$ cat src/hdl/actr_ram.sv
`default_nettype none
module actr_ram #(
    parameter int Width = 8,
    parameter int Depth = 16
) (
    input  wire logic                     i_clk,
    input  wire logic                     i_we,
    input  wire logic [$clog2(Depth)-1:0] i_waddr,
    input  wire logic [Width-1:0]         i_wdata,
    input  wire logic [$clog2(Depth)-1:0] i_raddr,
    output logic      [Width-1:0]         o_rdata
);
    logic [Width-1:0] r_mem [Depth];

    always_ff @(posedge i_clk) begin
        if (i_we) begin
            r_mem[i_waddr] <= i_wdata;
        end
        o_rdata <= r_mem[i_raddr];
    end
endmodule
`default_nettype wire
$ cat config.mk
export PLATFORM = sky130hd
export DESIGN_NAME = actr_ram
export DESIGN_NICKNAME = d
export VERILOG_FILES = /design/src/hdl/actr_ram.sv
export SDC_FILE = /design/constraint.sdc
export NUM_CORES = 1
export LEC_CHECK = 0
export CORE_MARGIN = 1.5
export CORE_UTILIZATION = 60
export CTS_CLUSTER_SIZE = 12
export DETAILED_ROUTE_END_ITERATION = 8
export DONT_BUFFER_PORTS = 1
export PLACE_DENSITY = 0.76
export SYNTH_ARGS = -nofsm -noshare
export SYNTH_HDL_FRONTEND = slang
export SYNTH_SLANG_ARGS = --single-unit
$ cat constraint.sdc
create_clock -name i_clk -period 2.2 [get_ports i_clk]
set_input_delay 0.22 -clock i_clk [delete_from_list [all_inputs] [get_ports i_clk]]
set_output_delay 0.22 -clock i_clk [all_outputs]
set_load 0.05 [all_outputs]
# [Word level (Yosys, flattened, before mapping)]
# Memory sizes are Yosys's and may differ from the RTL's. A register that Yosys moved wholly into a read port is not among the register bits.
# Cells that the tools add are included.
[totals] memories=1 out_inout_bits=8 register_bits=0 elab_cells=3 input_bits=18 ramBits=128
[classes] n_mux=2
[memory_table] memory="r_mem" depth=16 width=8 rd=1 rd_clocked_by_memory_dff=1 wr=1 line="13" source="logic [Width-1:0] r_mem [Depth];"
[ops] cell="$mux W1" count=2

# [Depth between registers and ports, before layout]
[depth] depth_word=2 depth_mapped=5 depth_no_buf=3

# [Worst setup path before layout]
# No wires, ideal clock.
[synth_path] path_type="input-to-reg" start="input i_waddr[2]" end="memory r_mem[0][0], enable pin" arrival_time_ns=1.330 slack_ns=0.487 required_ns=1.817 path_buffers=0 cell_stages=2 setup_ns=0.383 cell_sequence="or3b_2 nor3_1"
[synth_lines] item="start: declaration" line="8" source="input wire logic [$clog2(Depth)-1:0] i_waddr,"
[synth_lines] item="end: declaration" line="13"
# No word-level cell before the write port.

==> qor.txt <==
Clock tree sinks: 136
Synth Area in Compound Gates: 2.33%
Gate power share: 3.4%
IO Port Bufs: 0
First-pass GRT wire length: 14000 microns
YS warnings: 0
CP Data Arrival Time: 1.80 ns
I/O pins: 26
Vias/cell: 6.31
Synth area leader: edfxtp_1
Average wire per standard cell: 24.6 microns
Minimum clock period: 1.41 ns
Multi-input logic area: 1060 sq um
Root buffer cell: clkbuf_8
Synth Instances: 229
Final Skew: 0.00707 ns
Ranking of synthesized cells by area: edfxtp_1 75%, mux4_2 7.9%, mux4_1 7.1%
Worst rel slew slack: 44.7%
Die area: 9140 sq um
Synthesized flop and latch total: 136
Post-synthesis adder-cell area fraction: 0%
DP Worst Slack: 0.691 ns
Final setup viols: 0
Pwr dens: 1000 nW/um^2
Max IR drop VDD: 0.710 mV
Final period utilization: 64.0%
Util after Layout: 72.2%
DRC viols: 0
Post-Syn Area: 5150 sq um
Setup Buffers After CTS: 0
# H-tree levels: 4
Number of fillers in the final layout: 476
Power Total: 5.98 mW
Post-synthesis mux area share: 15.0%
Clk slew on worst S/H paths: 0.06 ns
Max-slew violations: 0
Final nets: 276
Sequential cell area: 4000 sq um
Die X: 95.6 microns
Power Internal: 4.77 mW
Worst skew pair latency: 0.51 ns
CTS tree: done
Seq/Total Area, Yosys: 77.8%
Initial antenna violation count: 1
CP startpoint kind: register
Routed WL: 9290 microns
Vias in the first global route: 2351
Yosys top cell area share: 74.7%
Largest net degree at the start of global routing: 33
Netlist cell types: 19
Final hold violation count: 0
PnR worst setup slack: 0.792 ns
Syn_area_per_cell: 22.5 sq um
Worst Path Required: 2.59 ns
Commonest non-fill, non-tap cell in the layout: edfxtp_1
Crit Path Max Fanout: 1
Core ar.: 8260 sq um
Antenna-violating nets left: 0
CP Class: reg -> reg
Clock power frac: 46.9%
GR Util All Layers: 23.3%
Row cnt: 33
Status: completed
Sequential power share: 49.8%
Hold Path Class: in -> reg
Final setup TNS: 0 ns
RSZ-0062 raised after global routing: no
Synth Area in Simple Gates: 3.18%
Max cap viols: 0
Psw: 1.21 mW
Initial Util: 62.3%
Post-Syn Nets: 247
DRT Pass-1 Iters: 5
Total number of vias: 2380
Fmax: 710 MHz
XOR/XNOR Fraction of Synth Area: 0%
Synth-to-layout area growth: 15.8%
Least-Margin Pin Slew: 0.827 ns
Clk buf depth: 2
Leakage Power: 1.98 nW
CTS Buf Count: 17
Commonest non-fill, non-tap cells in the layout: 128 x edfxtp_1, 18 x mux4_2, 16 x a22oi_1, 16 x clkbuf_16, 14 x mux4_1
Layout cells sized above 1: 22.1%
Crit end category: register
Total gr overflow: 0
Switching Share: 20.2%
GP Congestion: 0.804
Die Y: 95.6 microns
Largest family of logic cells by synthesized area: multiplexers
First DRT Iteration DRCs: 221
Post-DP HPWL: 5480 microns
==> kinds of logic (layout without fill, tap and decap cells) <==
group	count (synthesis)	in the layout
flops	136	136
simple gates	35	35
mux	32	32
compound gates	16	16
buf+inv	10	52
other cells	0	1
==> stage by stage <==
stage | hold slack (ns) | instance area [sq um] | instances
after floorplan | 0.319 | 5150 | 229
after global placement | 0.320 | 5280 | 335
after detailed placement | 0.319 | 5280 | 335
after CTS | 0.00143 | 5960 | 376
after global routing | 0.00219 | 5960 | 377
final | 0.0133 | 5960 | 377
==> critical path, stage by stage, from the launching register on <==
cell and delay (ns):
edfxtp_1 0.39, mux4_1 0.50, a22oi_1 0.31, nand2_1 0.10
==> routing by layer <==
metal / vias up / share of wire (%) / GRT usage [%]
met3: 9 / 7.4 / 9.17
li1: 1034 / - / -
met4: 0 / 1.0 / 6.86
met1: 1206 / 42 / 32.8
met2: 131 / 49 / 34.1
met5: - / 0 / 0
==> final cells by class <==
class	instances	share of cell area [%]
diodes	1	0.0420
clock buffers	20	7.47
clock inverters	12	2.52
multi-input cells	83	17.7
flip-flops and latches	136	67.1
well taps	105	2.20
repair buffers	20	2.90
==> worst paths after layout <==
check	start	endpoint	slack, ns	depth (start not counted)
setup / recovery	r_mem[0][1]$_DFFE_PP_	o_rdata[1]$_DFF_P_	0.79	3
hold / removal	i_raddr[1]	o_rdata[6]$_DFF_P_	0.01	3
setup reg to reg	r_mem[0][1]$_DFFE_PP_	o_rdata[1]$_DFF_P_	0.79	3
hold reg to reg	r_mem[14][5]$_DFFE_PP_	o_rdata[5]$_DFF_P_	0.68	3
==> power groups by stage <==
stage | sequential (mW) | clock, mW | combinational (mW)
2_1_floorplan | 3.02 | 0 | 0.147
3_3_place_gp | 3.03 | 0 | 0.150
3_5_place_dp | 3.03 | 0 | 0.152
4_1_cts | 2.98 | 2.82 | 0.202
5_1_grt | 2.98 | 2.95 | 0.216
6_report | 2.98 | 2.80 | 0.202
==> cells in the mapped netlist <==
cell type,instances
edfxtp_1,128
nor2_1,13
nand3b_1,2
nand2_1,9
buf_4,1
nor2b_1,1
buf_2,3
clkdlybuf4s25_2,3
a22oi_1,16
and2_1,1
mux4_1,14
or3b_2,1
mux4_2,18
nand3_1,1
and2b_1,1
buf_6,3
nand2b_1,2
dfxtp_1,8
nor3_1,4
==> flip-flops by register name, indices dropped and copies added, names as in the netlist <==
register  flops
r_mem       128
o_rdata       8
==> repair_timing <==
item | in CTS | in global routing
gates resized for setup | 0 | 0
hold endpoints to repair | 130 | 0
hold buffers | 9 | 0
Note: power is estimated with default switching activity, not from simulation.
